--- config.mk ---
export PLATFORM = sky130hd
export DESIGN_NAME = trmz_queue
export DESIGN_NICKNAME = d
export VERILOG_FILES = /design/src/design/triangle_raster_msaa_zbuffer_macros.svh /design/src/design/trmz_pkg.sv /design/src/design/trmz_queue.sv
export SDC_FILE = /design/constraint.sdc
export NUM_CORES = 1
export LEC_CHECK = 0
export ABC_AREA = 1
export BUFFER_PORTS_ARGS = -buffer_cell sky130_fd_sc_hd__buf_2
export CORE_MARGIN = 2
export CORE_UTILIZATION = 31
export CTS_CLUSTER_SIZE = 20
export DETAILED_ROUTE_END_ITERATION = 12
export PLACE_DENSITY = 0.6
export SYNTH_ARGS = -nofsm -noshare
export SYNTH_HDL_FRONTEND = slang
export SYNTH_SLANG_ARGS = --single-unit
--- constraint.sdc ---
create_clock -name i_clk -period 27.4 [get_ports i_clk]
set_clock_uncertainty 0.15 [all_clocks]
set_input_delay 1.37 -clock i_clk [delete_from_list [all_inputs] [get_ports i_clk]]
set_output_delay 1.37 -clock i_clk [all_outputs]
set_load 0.01 [all_outputs]
--- src/design/triangle_raster_msaa_zbuffer_macros.svh ---
// Assertion macros used by the rasteriser back end
`ifndef TRIANGLE_RASTER_MSAA_ZBUFFER_MACROS_SVH
`define TRIANGLE_RASTER_MSAA_ZBUFFER_MACROS_SVH

// same-cycle implication, clocked on i_clk, off during reset
`define TRMZ_ASSERT_IMPLY(name, ante, cons) \
    name: assert property (@(posedge i_clk) disable iff (!i_rst_n) (ante) |-> (cons)) \
        else $error("trmz: implication failed");

// next-cycle implication
`define TRMZ_ASSERT_NEXT(name, ante, cons) \
    name: assert property (@(posedge i_clk) disable iff (!i_rst_n) (ante) |=> (cons)) \
        else $error("trmz: next-cycle check failed");

`endif

--- src/design/trmz_pkg.sv ---
// Shared constants, command codes and types for the rasteriser
package trmz_pkg;
    localparam int WIDTH     = 64;
    localparam int HEIGHT    = 64;
    localparam int FRAC_BITS = 4;

    localparam int NPIX  = WIDTH * HEIGHT;
    localparam int NSAMP = 4 * NPIX;
    localparam int XW    = $clog2(WIDTH);
    localparam int YW    = $clog2(HEIGHT);
    localparam int SAW   = $clog2(NSAMP);

    localparam int CW    = 12;                  // vertex coordinate width
    localparam int UBW   = CW - 1 - FRAC_BITS;  // integer part of a non-negative coord
    localparam int BXW   = (UBW > XW ? UBW : XW);
    localparam int BYW   = (UBW > YW ? UBW : YW);
    localparam int MXY   = (XW > YW ? XW : YW);
    localparam int PW    = ((MXY + FRAC_BITS > CW - 1) ? MXY + FRAC_BITS : CW - 1) + 1;
    localparam int DFW   = PW + 1;              // coordinate difference
    localparam int EW    = 2 * DFW + 1;         // edge function
    localparam int NW    = EW + 18;             // depth numerator
    localparam int ZW    = 16;
    localparam int COLW  = 24;
    localparam int QD    = 2;
    localparam int QAW   = $clog2(QD);

    localparam logic [ZW-1:0] FAR_DEPTH = '1;

    localparam logic [2:0] FN_DRAW    = 3'd0;
    localparam logic [2:0] FN_CLR_COL = 3'd1;
    localparam logic [2:0] FN_CLR_DEP = 3'd2;
    localparam logic [2:0] FN_CLR_ALL = 3'd3;
    localparam logic [2:0] FN_READ    = 3'd4;

    localparam logic [1:0] OP_NOP   = 2'd0;
    localparam logic [1:0] OP_DRAW  = 2'd1;
    localparam logic [1:0] OP_CLEAR = 2'd2;
    localparam logic [1:0] OP_READ  = 2'd3;

    typedef struct packed {
        logic [1:0]           op;
        logic                 clr_col;
        logic                 clr_dep;
        logic signed [CW-1:0] ax;
        logic signed [CW-1:0] ay;
        logic signed [CW-1:0] bx;
        logic signed [CW-1:0] by_coord;
        logic signed [CW-1:0] cx;
        logic signed [CW-1:0] cy;
        logic [ZW-1:0]        az;
        logic [ZW-1:0]        bz;
        logic [ZW-1:0]        cz;
        logic [COLW-1:0]      col;
        logic [XW-1:0]        left;
        logic [XW-1:0]        right;
        logic [YW-1:0]        bottom;
        logic [YW-1:0]        top;
        logic [11:0]          pixel;
    } t_cmd;

    typedef struct packed {
        logic full;
        logic empty;
    } t_qstat;
endpackage

--- src/design/trmz_queue.sv ---
// Two-entry command queue between front end and back end
module trmz_queue (
    input  logic             i_clk,
    input  logic             i_rst_n,
    input  logic             i_push,
    input  trmz_pkg::t_cmd   i_cmd,
    input  logic             i_pop,
    output trmz_pkg::t_cmd   o_cmd,
    output trmz_pkg::t_qstat o_stat
);
    import trmz_pkg::*;

    t_cmd           r_mem [QD];
    logic [QAW-1:0] r_wp, r_rp;
    logic [QAW:0]   r_cnt;

    always_ff @(posedge i_clk) begin
        if (!i_rst_n) begin
            r_wp  <= '0;
            r_rp  <= '0;
            r_cnt <= '0;
        end else begin
            if (i_push) begin
                r_mem[r_wp] <= i_cmd;
                r_wp        <= r_wp + 1'b1;
            end
            if (i_pop) begin
                r_rp <= r_rp + 1'b1;
            end
            r_cnt <= r_cnt + (QAW+1)'(i_push) - (QAW+1)'(i_pop);
        end
    end

    assign o_cmd        = r_mem[r_rp];
    assign o_stat.full  = (r_cnt == (QAW+1)'(QD));
    assign o_stat.empty = (r_cnt == '0);
endmodule

==> results_dict.tcl, run 1 <==
set metrics [dict create \
    hold_buffers 0 \
    fmax_ghz 0.225 \
    grt_pass1_vias 7285 \
    startpoint_type "flop" \
    portBuffers 373 \
    netlist_area_um2 13600 \
    crit_required_ps 25880 \
    rows 76 \
    vias 6960 \
    setup_viol 0 \
    yosysMostFrequentCell "edfxtp_1" \
    path_clk_slew_ps 60 \
    cts.path.max_buffers 3 \
    synthToLayoutAreaGrowth_pct 27.8 \
    async_reset_ff_share_pct 0 \
    cts_tree "yes" \
    rsz0062_at_grt "no" \
    num-fill-cells 4065 \
    final_net_count 1200 \
    num_io_pins 374 \
    critPathKind "reg -> out" \
    clock-sinks 373 \
    start_util_pct 31.4 \
    synthSimpleGateAreaFrac_pct 0.406 \
    dieWidth_um 213 \
    avgSynthCellArea_um2 22.4 \
    area.sequential_um2 11200 \
    ys_ff_latch 373 \
    post_synth_num_cell_types 14 \
    htreeDepth 2 \
    antenna_found_initial 3 \
    grt_pass1_wl_um 40700 \
    grt_max_degree 71 \
    synth_xor_area_share_pct 0.0646 \
    postRouteWirelength_um 28100 \
    post-cts-setup-buffers 0 \
    clock-root-buffer "clkbuf_16" \
    synth.top_cells.by_count "edfxtp_1, mux2_2, buf_6" \
    die_h_um 213 \
    yosysWarningCount 0 \
    synth-edff-count 368 \
    endpoint_kind "primary output" \
    outcome "finished, final reports clean" \
    r2r_slack_ps 24340 \
    ys.flop_type "edfxtp_1" \
    dieArea_um2 45400 \
    routabilityCongestion 0.704 \
    hold_class "reg -> reg" \
    fin_cells 1625 \
    overflow 0 \
    p_leak_nw 6.33 \
    arrival_ps 2930 \
    finalMaxSlewViolations 0 \
    drive_gt1_share_pct 59.8 \
    first_iter_violations 331 \
    cts_resized 0 \
    synth_fa_ha_area_share_pct 0.185 \
    ys_top_cells_by_area "edfxtp_1, mux2_2, buf_6" \
    muxShareOfSynthArea_pct 15.3 \
    slew_headroom_pct 34.5 \
    ys_seq_area_share_pct 82.2 \
    holdWs_ps 318 \
    timing.final.ws_setup_ps 22950 \
    dp.cells 1552 \
    syn-instance-count 605 \
    finalHoldViolCount 0 \
    synth_fp_nets 795 \
    cap_violations 0 \
    min_period_ps 4450 \
    firstDrtPassIters 6 \
    multi_input_area_um2 2180 \
    grtUsageTotal_pct 11.8 \
    dp_slack_ps 23070 \
    drc_errors 0 \
    routed_via_density 4.28 \
    synth_top_family_by_area "multiplexers" \
    cp_max_fo 70 \
    ant_nets 0 \
    clock_latency_ps 530 \
    worst_pin_slew_ps 983 \
    synth_compound_area_share_pct 0.0738 \
    yosysTopAreaCell "edfxtp_1" \
    dpl.hpwl_um 18300 \
    powerDensity_nw_per_um2 74.8 \
    ir_worst_vdd_mv 0.0561 \
    wl_per_cell_um 17.3 \
    cts_buffers 41 \
    period_share_pct 16.2 \
    yosys.area.top_type_share_pct 81.5 \
    coreArea_um2 43200 \
    fin_tns_setup_ps 0 \
]
state kept, by name (all words and copies together) (netlist names), named ones only:
name	flops
r_rp	1
r_mem	368
r_wp	1
r_cnt	2
report_power, final:
group / leakage, nW / switching [mW] / internal (mW)
logic: 2.29 / 0.0572 / 0.0517
registers: 3.42 / 0.00687 / 0.649
clock network: 0.621 / 0.209 / 0.322
kinds of logic (layout without fill, tap and decap cells):
| group | after synthesis | in the layout |
|---|---|---|
| adder cells (fa/ha/maj) | 2 | 2 |
| other | 0 | 2 |
| XOR/XNOR | 1 | 1 |
| AO/OA/AOI/OAI | 2 | 2 |
| flip-flops | 373 | 373 |
| AND/OR/NAND/NOR | 14 | 14 |
| multiplexers | 184 | 184 |
| buffers and inverters | 29 | 462 |
per-stage QoR:
step / power (mW) / cell area (um2) / util [%]
global placement: 0.777 / 16000 / 37.1
CTS: 1.32 / 17300 / 40.1
detailed placement: 0.779 / 16000 / 37.1
finish: 1.30 / 17300 / 40.1
global route: 1.34 / 17300 / 40.1
floorplan: 0.736 / 13600 / -
placed cells by master, fill, tap and decap left out:
cell type,n
clkbuf_1,13
dfxtp_1,4
xnor2_1,1
inv_1,9
nor2_1,5
inv_6,1
nand2_1,6
clkinv_4,1
bufinv_16,5
nand3_1,1
clkinv_2,3
diode_2,2
dfxtp_4,1
edfxtp_1,368
ha_1,2
buf_2,373
nor2_4,1
a21oi_1,2
mux2_2,184
nor3_2,1
clkinv_1,6
buf_4,9
clkinvlp_4,1
clkbuf_16,41
routing by layer:
layer | vias up | track usage (%) | share of wire, %
met5 | - | 0 | 0.028
met4 | 2 | 4.72 | 2.6
met3 | 50 | 4.87 | 9.5
met2 | 239 | 19.6 | 49
met1 | 3450 | 13.5 | 39
li1 | 3219 | - | -
critical path, stage by stage, from the launching register on:
cell	delay [ps]
dfxtp_4	830
buf_4	840
mux2_2	450
buf_2	150
path summary, 6_finish.rpt:
path / from / to / cells past startpoint
setup / recovery: flop / o_cmd[7] / 3
setup reg to reg: r_wp / r_mem[0][127] / 5
hold / removal: r_wp / r_wp / 2
hold reg to reg: r_wp / r_wp / 2
cell type report:
type,instances,area share [%]
sequential,373,64.4
clock buffer,54,6.20
antenna,2,0.0289
multi-input combinational,203,12.6
timing repair buffer,382,11.2
inverter,9,0.195
tap,585,4.22
clock inverter,17,1.23
Note: power is estimated with default switching activity, not from simulation.
==> inputs of run 2 (changes only) <==
==> constraint.sdc (replaced) <==
create_clock -name i_clk -period 4.5 [get_ports i_clk]
set_clock_uncertainty 0.15 [all_clocks]
set_input_delay 0.225 -clock i_clk [delete_from_list [all_inputs] [get_ports i_clk]]
set_output_delay 0.225 -clock i_clk [all_outputs]
set_load 0.01 [all_outputs]
==> run 2 against run 1 <==
  * Register-to-register slack got worse by 22000 ps
  * Clock power increased to 5.9 times the previous value
  * Sequential power increased to 6.1 times the previous value
  * Wire length increased by 4.5%
  * Setup slack got worse by 21000 ps
  * Sequential cell count unchanged
  * Die area unchanged
  * Global-route usage increased by 0.69 points
  * Worst hold slack got worse by 58 ps
  * Sequential share of layout area decreased by 6.2 points
  * Combinational power increased to 7.3 times the previous value
  * Largest cell class unchanged
  * Count of clock-buffer cells in the layout decreased by 5
==> results_dict.tcl, run 2 (same netlist as run 1, synthesis figures left out) <==
set metrics [dict create \
    min_period_ps 2800 \
    drc_errors 0 \
    start_util_pct 31.4 \
    routabilityCongestion 0.717 \
    num-fill-cells 3833 \
    htreeDepth 2 \
    worst_pin_slew_ps 1050 \
    outcome "finished, final reports clean" \
    clock-root-buffer "clkbuf_16" \
    ant_nets 0 \
    regMostFlops "r_mem" \
    critPathKind "reg -> out" \
    grt_max_degree 113 \
    holdPathStages 2 \
    post-cts-setup-buffers 0 \
    startpoint_type "flop" \
    synthToLayoutAreaGrowth_pct 41.5 \
    cp_max_fo 60 \
    grt_pass1_wl_um 43600 \
    final_net_count 1384 \
    swShare_pct 21.0 \
    drive_gt1_share_pct 50.9 \
    r2r_cells 4 \
    dpl.hpwl_um 18000 \
    finalHoldViolCount 0 \
    endpoint_kind "primary output" \
    p_seq_share_pct 50.5 \
    coreArea_um2 43200 \
    cts.path.max_buffers 3 \
    dpl-instance-area_um2 16100 \
    fin_tns_setup_ps 0 \
    arrival_ps 2430 \
    period_share_pct 62.3 \
    rr_startpoint "r_wp" \
    r2r_slack_ps 2470 \
    area.sequential_um2 11200 \
    antenna_found_initial 0 \
    grt_pass1_vias 8109 \
    hold_start "i_cmd[65]" \
    timing.final.ws_setup_ps 1700 \
    finalMaxSlewViolations 0 \
    portBuffers 373 \
    hold_class "in -> reg" \
    first_iter_violations 372 \
    multi_input_area_um2 2190 \
    ir_worst_vdd_mv 0.306 \
    min_to "r_mem[0][65]" \
    slew_headroom_pct 30.1 \
    vias 7632 \
    cts_resized 0 \
    dp.cells 1550 \
    crit_required_ps 4120 \
    holdWs_ps 260 \
    wl_per_cell_um 16.3 \
    p_sw_mw 1.66 \
    largest_reg_flops 368 \
    diodes 0 \
    setup_viol 0 \
    reg.largest.list "r_mem x368, r_cnt x2" \
    num_io_pins 374 \
    powerDensity_nw_per_um2 413 \
    rsz0062_at_grt "no" \
    routed_via_density 4.24 \
    die_h_um 213 \
    dp_slack_ps 2170 \
    hold_buffers 188 \
    cts_buffers 39 \
    clock_latency_ps 530 \
    clock-sinks 373 \
    fin_util_pct 44.4 \
    cap_violations 0 \
    design_area_um2 19200 \
    final_cell_mix "buf_2, edfxtp_1, dlygate4sd3_1" \
    path_clk_slew_ps 60 \
    internal_power_mw 6.26 \
    dieArea_um2 45400 \
    grtUsageTotal_pct 12.5 \
    final_common_cell "buf_2" \
    overflow 0 \
    rows 76 \
    postRouteWirelength_um 29400 \
    fmax_ghz 0.357 \
    firstDrtPassIters 5 \
    p_total_mw 7.92 \
    fin_cells 1802 \
    cts_tree "yes" \
    r2r-end "r_mem[0][151]" \
    dieWidth_um 213 \
    clkPwrFrac_pct 39.4 \
    pwr-share-comb_pct 10.1 \
    p_leak_nw 7.10 \
]
==> run 2: changes by cell type in the layout (fill, tap and decap cells not counted), moves of 2 or more <==
cell / delta
dlygate4sd3_1: +188
buf_4: -6
clkbuf_1: -5
buf_12: +4
clkinv_2: +2
diode_2: -2
==> run 2: per-layer routing <==
layer / up-vias / global-route usage (%) / part of all wire (%) / routed length, um
met4: 0 / 5.44 / 3.0 / 874
met1: 3747 / 14.3 / 39 / 11500
met2: 248 / 21.6 / 50 / 14800
li1: 3583 / - / - / -
met5: - / 0 / 0 / 0
met3: 54 / 3.69 / 7.5 / 2190
==> run 2: layout make-up <==
type	count	area share (%)
flip-flops and latches	373	58.1
repair buffers	568	20.1
multi-input cells	203	11.4
clock buffers	49	5.50
well taps	585	3.82
clock inverters	15	0.874
inverters	9	0.176
==> run 2: power by group through the flow <==
stage	Combinational (mW)	Clock, mW	Sequential, mW
final	0.797	3.12	4.00
after detailed placement	0.671	0	4.08
after global placement	0.660	0	4.07
after global routing	0.864	3.35	4.01
after CTS	0.810	3.24	4.00
after floorplan	0.400	0	4.05
==> run 2: worst max-delay path by stage <==
| stage | to | slack [ps] | cells after the start |
|---|---|---|---|
| after global placement | o_cmd[116] | 2150 | 3 |
| after floorplan | r_mem[1][0] | -830 | 2 |
| after global routing | o_cmd[116] | 1500 | 3 |
| after CTS | o_cmd[116] | 1560 | 3 |
| final | o_cmd[68] | 1700 | 3 |
| after detailed placement | o_cmd[116] | 2170 | 3 |
==> run 2: critical path, cell delays in order, from the launching register on <==
cell,delay (ps)
dfxtp_4,920
buf_4,410
mux2_2,380
buf_2,140
