===== config.mk =====
export PLATFORM = sky130hd
export DESIGN_NAME = trmz_front
export DESIGN_NICKNAME = d
export VERILOG_FILES = /design/src/design/triangle_raster_msaa_zbuffer_macros.svh /design/src/design/trmz_pkg.sv /design/src/design/trmz_front.sv
export SDC_FILE = /design/constraint.sdc
export NUM_CORES = 1
export LEC_CHECK = 0
export ABC_AREA = 1
export ABC_CLOCK_PERIOD_IN_PS = 8000
export CAP_MARGIN = 20
export CORE_AREA = 2 2 134 136
export DETAILED_ROUTE_END_ITERATION = 10
export DIE_AREA = 0 0 136 138
export DONT_BUFFER_PORTS = 1
export PLACE_DENSITY = 0.43
export SYNTH_ARGS = -nofsm -noshare
export SYNTH_HDL_FRONTEND = slang
export SYNTH_SLANG_ARGS = --single-unit

===== constraint.sdc =====
create_clock -name vclk -period 8
set_clock_uncertainty 0.1 [all_clocks]
set_input_delay 1.6 -clock vclk [all_inputs]
set_output_delay 1.6 -clock vclk [all_outputs]
set_load 0.01 [all_outputs]

===== src/design/triangle_raster_msaa_zbuffer_macros.svh =====
// Assertion macros used by the rasteriser back end
`ifndef TRIANGLE_RASTER_MSAA_ZBUFFER_MACROS_SVH
`define TRIANGLE_RASTER_MSAA_ZBUFFER_MACROS_SVH

// same-cycle implication, clocked on i_clk, off during reset
`define TRMZ_ASSERT_IMPLY(name, ante, cons) \
    name: assert property (@(posedge i_clk) disable iff (!i_rst_n) (ante) |-> (cons)) \
        else $error("trmz: implication failed");

// next-cycle implication
`define TRMZ_ASSERT_NEXT(name, ante, cons) \
    name: assert property (@(posedge i_clk) disable iff (!i_rst_n) (ante) |=> (cons)) \
        else $error("trmz: next-cycle check failed");

`endif


===== src/design/trmz_pkg.sv =====
// Shared constants, command codes and types for the rasteriser
package trmz_pkg;
    localparam int WIDTH     = 64;
    localparam int HEIGHT    = 64;
    localparam int FRAC_BITS = 4;

    localparam int NPIX  = WIDTH * HEIGHT;
    localparam int NSAMP = 4 * NPIX;
    localparam int XW    = $clog2(WIDTH);
    localparam int YW    = $clog2(HEIGHT);
    localparam int SAW   = $clog2(NSAMP);

    localparam int CW    = 12;                  // vertex coordinate width
    localparam int UBW   = CW - 1 - FRAC_BITS;  // integer part of a non-negative coord
    localparam int BXW   = (UBW > XW ? UBW : XW);
    localparam int BYW   = (UBW > YW ? UBW : YW);
    localparam int MXY   = (XW > YW ? XW : YW);
    localparam int PW    = ((MXY + FRAC_BITS > CW - 1) ? MXY + FRAC_BITS : CW - 1) + 1;
    localparam int DFW   = PW + 1;              // coordinate difference
    localparam int EW    = 2 * DFW + 1;         // edge function
    localparam int NW    = EW + 18;             // depth numerator
    localparam int ZW    = 16;
    localparam int COLW  = 24;
    localparam int QD    = 2;
    localparam int QAW   = $clog2(QD);

    localparam logic [ZW-1:0] FAR_DEPTH = '1;

    localparam logic [2:0] FN_DRAW    = 3'd0;
    localparam logic [2:0] FN_CLR_COL = 3'd1;
    localparam logic [2:0] FN_CLR_DEP = 3'd2;
    localparam logic [2:0] FN_CLR_ALL = 3'd3;
    localparam logic [2:0] FN_READ    = 3'd4;

    localparam logic [1:0] OP_NOP   = 2'd0;
    localparam logic [1:0] OP_DRAW  = 2'd1;
    localparam logic [1:0] OP_CLEAR = 2'd2;
    localparam logic [1:0] OP_READ  = 2'd3;

    typedef struct packed {
        logic [1:0]           op;
        logic                 clr_col;
        logic                 clr_dep;
        logic signed [CW-1:0] ax;
        logic signed [CW-1:0] ay;
        logic signed [CW-1:0] bx;
        logic signed [CW-1:0] by_coord;
        logic signed [CW-1:0] cx;
        logic signed [CW-1:0] cy;
        logic [ZW-1:0]        az;
        logic [ZW-1:0]        bz;
        logic [ZW-1:0]        cz;
        logic [COLW-1:0]      col;
        logic [XW-1:0]        left;
        logic [XW-1:0]        right;
        logic [YW-1:0]        bottom;
        logic [YW-1:0]        top;
        logic [11:0]          pixel;
    } t_cmd;

    typedef struct packed {
        logic full;
        logic empty;
    } t_qstat;
endpackage


===== src/design/trmz_front.sv =====
// Command front end: decode, bounding box and screen clipping
module trmz_front (
    input  logic [2:0]           i_func,
    input  logic signed [11:0]   i_ax,
    input  logic signed [11:0]   i_ay,
    input  logic [15:0]          i_az,
    input  logic signed [11:0]   i_bx,
    input  logic signed [11:0]   i_by_coord,
    input  logic [15:0]          i_bz,
    input  logic signed [11:0]   i_cx,
    input  logic signed [11:0]   i_cy,
    input  logic [15:0]          i_cz,
    input  logic [23:0]          i_tri_color,
    input  logic [11:0]          i_pixel_index,
    output trmz_pkg::t_cmd       o_cmd
);
    import trmz_pkg::*;

    logic signed [CW-1:0] lo_x, hi_x, lo_y, hi_y, m_x, m_y;
    logic [BXW-1:0]       left_e, right_e, right_c;
    logic [BYW-1:0]       bot_e, top_e, top_c;
    logic                 box_empty;
    t_cmd                 cmd;

    always_comb begin
        m_x  = (i_ax < i_bx) ? i_ax : i_bx;
        lo_x = (m_x < i_cx) ? m_x : i_cx;
        m_x  = (i_ax > i_bx) ? i_ax : i_bx;
        hi_x = (m_x > i_cx) ? m_x : i_cx;
        m_y  = (i_ay < i_by_coord) ? i_ay : i_by_coord;
        lo_y = (m_y < i_cy) ? m_y : i_cy;
        m_y  = (i_ay > i_by_coord) ? i_ay : i_by_coord;
        hi_y = (m_y > i_cy) ? m_y : i_cy;

        left_e  = lo_x[CW-1] ? '0 : BXW'(lo_x[CW-2:FRAC_BITS]);
        bot_e   = lo_y[CW-1] ? '0 : BYW'(lo_y[CW-2:FRAC_BITS]);
        right_e = BXW'(hi_x[CW-2:FRAC_BITS]);
        top_e   = BYW'(hi_y[CW-2:FRAC_BITS]);
        right_c = (right_e > BXW'(WIDTH - 1)) ? BXW'(WIDTH - 1) : right_e;
        top_c   = (top_e > BYW'(HEIGHT - 1)) ? BYW'(HEIGHT - 1) : top_e;

        // wholly left of or below the screen, or box starting past its far edge
        box_empty = hi_x[CW-1] || hi_y[CW-1] || (left_e > right_c) || (bot_e > top_c);

        cmd          = '0;
        cmd.ax       = i_ax;
        cmd.ay       = i_ay;
        cmd.bx       = i_bx;
        cmd.by_coord = i_by_coord;
        cmd.cx       = i_cx;
        cmd.cy       = i_cy;
        cmd.az       = i_az;
        cmd.bz       = i_bz;
        cmd.cz       = i_cz;
        cmd.col      = i_tri_color;
        cmd.left     = left_e[XW-1:0];
        cmd.right    = right_c[XW-1:0];
        cmd.bottom   = bot_e[YW-1:0];
        cmd.top      = top_c[YW-1:0];
        cmd.pixel    = i_pixel_index;

        case (i_func) inside
            FN_DRAW: begin
                cmd.op = box_empty ? OP_NOP : OP_DRAW;
            end
            FN_CLR_COL, FN_CLR_DEP, FN_CLR_ALL: begin
                cmd.op      = OP_CLEAR;
                cmd.clr_col = i_func[0];
                cmd.clr_dep = i_func[1];
            end
            FN_READ: begin
                cmd.op = (int'(i_pixel_index) < NPIX) ? OP_READ : OP_NOP;
            end
            default: begin
                cmd.op = OP_NOP;
            end
        endcase
    end

    assign o_cmd = cmd;
endmodule


==> metrics.txt, run 1 <==
# TYPE chip_impl_metric gauge
chip_impl_metric{name="synth_mux_area_share",unit="%"} 0
chip_impl_metric{name="total_power_draw",unit="uW"} 711
chip_impl_metric{name="rows",unit=""} 49
chip_impl_metric{name="cp_max_fanout",unit=""} 7
chip_impl_metric{name="pwr_density_cell",unit="nW/um2"} 160
chip_impl_metric{name="setup_total_negative_slack",unit="ns"} 0
chip_impl_metric{name="layout.filler_cells",unit=""} 2059
chip_impl_info{name="combinational_family_with_the_most_area_after_synthesis",value="buffers and inverters"} 1
chip_impl_metric{name="yosys_warnings",unit=""} 0
chip_impl_metric{name="switchingPower",unit="uW"} 424
chip_impl_metric{name="drc_errors",unit=""} 0
chip_impl_info{name="outcome",value="finished, final reports clean"} 1
chip_impl_metric{name="grt_first_pass_wirelength",unit="um"} 19300
chip_impl_metric{name="areaGrowthSynthToFinish",unit="%"} -8.54
chip_impl_metric{name="die_height",unit="um"} 138
chip_impl_metric{name="register_area_share_after_synthesis",unit="%"} 0
chip_impl_metric{name="fmax",unit="MHz"} 130
chip_impl_metric{name="detailedRoute.firstPassIterationCount",unit=""} 4
chip_impl_info{name="busiest_layer",value="met2"} 1
chip_impl_metric{name="power.share.clock",unit="%"} 0
chip_impl_metric{name="io_pins",unit=""} 343
chip_impl_metric{name="critical_path_arrival",unit="ns"} 5.98
chip_impl_metric{name="critical_path.max_stage_delay",unit="ns"} 0.29
chip_impl_metric{name="grtUsageMet1",unit="%"} 16.7
chip_impl_metric{name="area.sequential",unit="um2"} 0
chip_impl_metric{name="antenna-diode-count",unit=""} 0
chip_impl_metric{name="num_vias",unit=""} 4043
chip_impl_metric{name="netSwitchingFraction",unit="%"} 59.7
chip_impl_metric{name="hold_viol_final",unit=""} 0
chip_impl_metric{name="via_count_of_the_first_global_routing_pass",unit=""} 3753
chip_impl_info{name="setup.worst_path.start_class",value="primary input"} 1
chip_impl_info{name="hold_class",value="primary input to output port"} 1
chip_impl_metric{name="p_int",unit="uW"} 287
chip_impl_metric{name="drtAntennaViolNets",unit=""} 0
chip_impl_metric{name="synth_adder_area_share",unit="%"} 21.7
chip_impl_metric{name="core-area",unit="um2"} 17500
chip_impl_metric{name="p_seq_share",unit="%"} 0
chip_impl_metric{name="vias_per_cell",unit=""} 4.53
chip_impl_metric{name="max_cap_viol_count",unit=""} 0
chip_impl_info{name="crit_path_end_kind",value="output port"} 1
chip_impl_info{name="cp_slowest_cell",value="ha_4"} 1
chip_impl_metric{name="first_iter_violations",unit=""} 128
chip_impl_metric{name="met2_usage",unit="%"} 20.8
chip_impl_metric{name="distinct_cells_synth",unit=""} 36
chip_impl_metric{name="place.gp.congestion",unit=""} 0.778
chip_impl_metric{name="route.final.wire_length",unit="um"} 12300
chip_impl_metric{name="finalWorstSetupSlack",unit="ns"} 0.323
chip_impl_metric{name="avgSynthCellArea",unit="um2"} 6.13
chip_impl_metric{name="n_sequential_cell",unit=""} 0
chip_impl_metric{name="synthXorXnorAreaFrac",unit="%"} 0.361
chip_impl_metric{name="critPathRequiredTime",unit="ns"} 6.30
chip_impl_metric{name="wl_per_cell",unit="um"} 13.8
chip_impl_metric{name="synth_compound_gate_area_share",unit="%"} 12.6
chip_impl_metric{name="final_net_count",unit=""} 909
chip_impl_metric{name="detailed_place_hpwl",unit="um"} 10600
chip_impl_metric{name="report.final.setup_viol",unit=""} 0
chip_impl_metric{name="drive_gt1_share",unit="%"} 18.7
chip_impl_metric{name="floorplan.die.width",unit="um"} 136
chip_impl_metric{name="io_buffers",unit=""} 0
chip_impl_metric{name="period_minus_slack",unit="ns"} 7.68
chip_impl_metric{name="gr-total-overflow",unit=""} 0
chip_impl_metric{name="initial_core_util",unit="%"} 27.7
chip_impl_metric{name="min_period_over_period",unit="%"} 96.0
chip_impl_metric{name="grt_max_degree",unit=""} 25
chip_impl_metric{name="slew_viol_final",unit=""} 0
chip_impl_metric{name="synth_simple_gate_area_share",unit="%"} 30.3
chip_impl_metric{name="gr-usage-met3",unit="%"} 2.24
chip_impl_metric{name="p_leak",unit="nW"} 2.55
chip_impl_metric{name="grt_usage",unit="%"} 12.3
chip_impl_metric{name="share_comb_of_total_power",unit="%"} 100.0
chip_impl_info{name="setup.worst_path.class",value="primary input to output port"} 1
chip_impl_metric{name="syn-instance-count",unit=""} 791
chip_impl_metric{name="preCtsSetupSlack",unit="ns"} -0.0780
chip_impl_metric{name="synthesis.area",unit="um2"} 4850
chip_impl_metric{name="finalHoldWorstSlack",unit="ns"} 3.10
chip_impl_metric{name="multi_input_comb_area",unit="um2"} 3320
chip_impl_metric{name="design.die.area",unit="um2"} 18800
chip_impl_metric{name="number_of_antenna_violations_at_the_first_check_in_global_routing",unit=""} 0
chip_impl_metric{name="num-clock-buffers",unit=""} 0
chip_impl_metric{name="peakVddDrop",unit="V"} 0.0000669
## through the flow
stage          std cells  instance area, um2  util (%)
6_report             893                4440      25.3
5_1_grt              893                4440      25.3
4_1_cts              889                4210      24.0
3_5_place_dp         887                4180      23.9
3_3_place_gp         887                4180      23.9
2_1_floorplan        792                4850         -
## logic make-up (layout without fill, tap and decap cells)
| family | Yosys count | after routing |
|---|---|---|
| AND/OR/NAND/NOR | 298 | 298 |
| buffers and inverters | 292 | 164 |
| AO/OA/AOI/OAI | 114 | 114 |
| adder cells (fa/ha/maj) | 84 | 84 |
| XOR/XNOR | 2 | 2 |
| other | 1 | 2 |
## synthesized netlist by cell type (4+ instances only)
library cell  instances  area (um2)
inv_1               122         458
inv_2                 4        15.0
a21oi_1              38         190
nand2_2               8        50.1
nand3_1              31         155
buf_4               157        1180
nand3_2               6        60.1
nand2_4               8        90.1
nor3_1                4        20.0
o21ai_1              26         130
buf_2                 7        35.0
nand3_4               4        70.1
ha_1                 84        1050
o21ai_0              36         180
nand4_1              11        68.8
nand3b_1             14         105
nor2_1               20        75.1
nand2_1             172         646
nor2_2               15        93.8
## cells in the final DEF (no fill, tap or decap), types with 5 or more instances in the layout
cell type,instances
o21ai_1,25
buf_4,32
nand3b_1,14
a21oi_1,33
inv_1,117
nor2_1,18
nand2_1,163
nand2_2,17
inv_2,9
nand2_4,8
nand3_2,6
nor2_2,16
ha_1,80
nand3_1,31
o21ai_0,30
a21oi_2,5
o21ai_2,6
nand4_1,11
## path summary, 6_finish.rpt
kind                  from         end  slack (ns)  depth (start not counted)
hold / removal    i_az[13]  o_cmd[105]        3.10                          0
setup / recovery   i_bx[7]  o_cmd[182]        0.32                         37
## metal layers
metal / up-vias / wire, um
met2: 140 / 5670
met3: 18 / 794
li1: 2137 / -
met4: 0 / 104
met5: - / 0
met1: 1748 / 5770
## power by group through the flow
stage / combinational [mW] / sequential (mW) / clock [mW]
after floorplan: 0.539 / 0 / 0
after global placement: 0.662 / 0 / 0
after detailed placement: 0.657 / 0 / 0
after CTS: 0.665 / 0 / 0
after global routing: 0.809 / 0 / 0
final: 0.711 / 0 / 0
## layout make-up
class	count	share of cell area, %
tap	229	6.46
multi-input combinational	500	74.9
inverter	126	10.7
timing repair buffer	38	7.95
## worst max-delay path: cells and delay by family
family / cells / cell delay [ns]
AND/OR/NAND/NOR: 14 / 1.38
AO/OA/AOI/OAI: 12 / 1.29
adder cells (fa/ha/maj): 3 / 0.79
buffers and inverters: 7 / 0.70
XOR/XNOR: 1 / 0.19
## timing repair
item / 4_1_cts / 5_1_grt
gates cloned: 0 / 2
pin swaps: 0 / 12
setup buffers: 2 / 2
hold buffers: 0 / 0
endpoints found under the hold margin: 0 / 0
resized for setup: 3 / 44
endpoints found under the setup margin: 1 / 1
Note: power is estimated with default switching activity, not from simulation.
==> inputs of run 2 (changes only) <==
--- a/config.mk
+++ b/config.mk
@@ -13,6 +13,7 @@
 export DIE_AREA = 0 0 136 138
 export DONT_BUFFER_PORTS = 1
 export PLACE_DENSITY = 0.43
+export REMOVE_ABC_BUFFERS = 1
 export SYNTH_ARGS = -nofsm -noshare
 export SYNTH_HDL_FRONTEND = slang
 export SYNTH_SLANG_ARGS = --single-unit
==> metrics.txt, run 2 (same netlist as run 1, synthesis figures left out) <==
# TYPE chip_impl_metric gauge
chip_impl_info{name="outcome",value="finished, final reports clean"} 1
chip_impl_metric{name="cp_max_fanout",unit=""} 14
chip_impl_info{name="setup.worst_path.start_class",value="primary input"} 1
chip_impl_metric{name="io_buffers",unit=""} 0
chip_impl_info{name="setup.worst_path.class",value="primary input to output port"} 1
chip_impl_metric{name="design.die.area",unit="um2"} 18800
chip_impl_metric{name="met2_wirelength",unit="um"} 11000
chip_impl_metric{name="areaGrowthSynthToFinish",unit="%"} -6.68
chip_impl_info{name="crit_path_end_kind",value="output port"} 1
chip_impl_info{name="cp_slowest_cell",value="ha_4"} 1
chip_impl_metric{name="finalHoldWorstSlack",unit="ns"} 3.10
chip_impl_metric{name="drive_gt1_share",unit="%"} 21.3
chip_impl_metric{name="die_height",unit="um"} 138
chip_impl_metric{name="vias_per_cell",unit=""} 4.73
chip_impl_info{name="highest-signal-layer",value="met5"} 1
chip_impl_metric{name="n_sequential_cell",unit=""} 0
chip_impl_metric{name="total_power_draw",unit="uW"} 734
chip_impl_metric{name="grt_usage",unit="%"} 23.3
chip_impl_metric{name="routedLengthMet1",unit="um"} 5600
chip_impl_metric{name="via_count_of_the_first_global_routing_pass",unit=""} 4014
chip_impl_metric{name="grt_max_degree",unit=""} 21
chip_impl_metric{name="detailedRoute.firstPassIterationCount",unit=""} 4
chip_impl_metric{name="detailed_place_hpwl",unit="um"} 21100
chip_impl_metric{name="cts.hold.buffers_added",unit=""} 0
chip_impl_metric{name="grt_first_pass_wirelength",unit="um"} 30700
chip_impl_metric{name="first_iter_violations",unit=""} 225
chip_impl_metric{name="num_vias",unit=""} 4258
chip_impl_metric{name="min_period_over_period",unit="%"} 95.3
chip_impl_metric{name="final_net_count",unit=""} 916
chip_impl_metric{name="drc_errors",unit=""} 0
chip_impl_metric{name="io_pins",unit=""} 343
chip_impl_metric{name="route.final.wire_length",unit="um"} 23100
chip_impl_metric{name="hold_viol_final",unit=""} 0
chip_impl_metric{name="wl_met3",unit="um"} 6310
chip_impl_metric{name="core-area",unit="um2"} 17500
chip_impl_metric{name="number_of_antenna_violations_at_the_first_check_in_global_routing",unit=""} 0
chip_impl_metric{name="setup_total_negative_slack",unit="ns"} 0
chip_impl_metric{name="p_leak",unit="nW"} 2.57
chip_impl_metric{name="place.gp.congestion",unit=""} 0.945
chip_impl_metric{name="critical_path.max_stage_delay",unit="ns"} 0.28
chip_impl_metric{name="report.final.setup_viol",unit=""} 0
chip_impl_metric{name="gr-total-overflow",unit=""} 0
chip_impl_metric{name="slew_viol_final",unit=""} 0
chip_impl_info{name="layout_common_cells",value="nand2_1 (160), inv_1 (117), ha_1 (78)"} 1
chip_impl_metric{name="pwr_density_cell",unit="nW/um2"} 162
chip_impl_metric{name="wl_per_cell",unit="um"} 25.7
chip_impl_metric{name="drtAntennaViolNets",unit=""} 0
chip_impl_metric{name="period_minus_slack",unit="ns"} 7.63
chip_impl_metric{name="fmax",unit="MHz"} 131
chip_impl_metric{name="peakVddDrop",unit="V"} 0.0000641
chip_impl_metric{name="antenna-diode-count",unit=""} 0
chip_impl_info{name="hold_class",value="primary input to output port"} 1
chip_impl_metric{name="critical_path_arrival",unit="ns"} 5.93
chip_impl_metric{name="max_cap_viol_count",unit=""} 0
chip_impl_metric{name="floorplan.die.width",unit="um"} 136
chip_impl_metric{name="rows",unit=""} 49
chip_impl_metric{name="area.sequential",unit="um2"} 0
chip_impl_metric{name="num-clock-buffers",unit=""} 0
chip_impl_metric{name="initial_core_util",unit="%"} 27.7
chip_impl_metric{name="critPathRequiredTime",unit="ns"} 6.30
chip_impl_info{name="mostFrequentLayoutCell",value="nand2_1"} 1
[run 2: critical path, delay by kind of cell]
family,cells,cell delay (ns)
AO/OA/AOI/OAI,9,1.15
adder cells (fa/ha/maj),3,0.80
buffers and inverters,2,0.27
AND/OR/NAND/NOR,17,2.08
[run 2: where the power goes]
group	internal (mW)	switching, mW	leakage (nW)
combinational	0.294	0.440	2.57
sequential	0	0	0
clock	0	0	0
[run 2: worst paths after layout]
check    start    endpoint  slack [ns]  depth (start not counted)
min    i_cy[2]  o_cmd[110]        3.10                          0
max    i_bx[7]  o_cmd[182]        0.37                         31
[run 2: cell type report]
| cell class | count | area, um2 |
|---|---|---|
| fillers | 2057 | 13000 |
| multi-input cells | 500 | 3410 |
| inverters | 126 | 477 |
| well taps | 229 | 287 |
| repair buffers | 45 | 353 |
[run 2: what timing repair did]
| item | 4_1_cts | 5_1_grt |
|---|---|---|
| resized for setup | 5 | 71 |
| gates cloned | 1 | 0 |
| pin swaps | 0 | 22 |
| setup buffers | 1 | 14 |
| setup endpoints to repair | 1 | 1 |
[run 2: metrics by stage]
stage	worst slack, ns	util (%)	cell area, um2	cells
after floorplan	-0.144	-	3630	626
after global placement	-0.132	23.6	4140	884
after detailed placement	-0.139	23.6	4140	884
after CTS	0.00122	23.7	4160	886
after global routing	-0.0404	25.8	4530	900
final	0.374	25.8	4530	900
[run 2: metal layers]
layer | vias to the layer above | GRT usage, %
li1 | 2148 | -
met1 | 1802 | 15.8
met2 | 298 | 40.5
met3 | 6 | 29.7
met4 | 4 | 0.110
met5 | - | 7.14
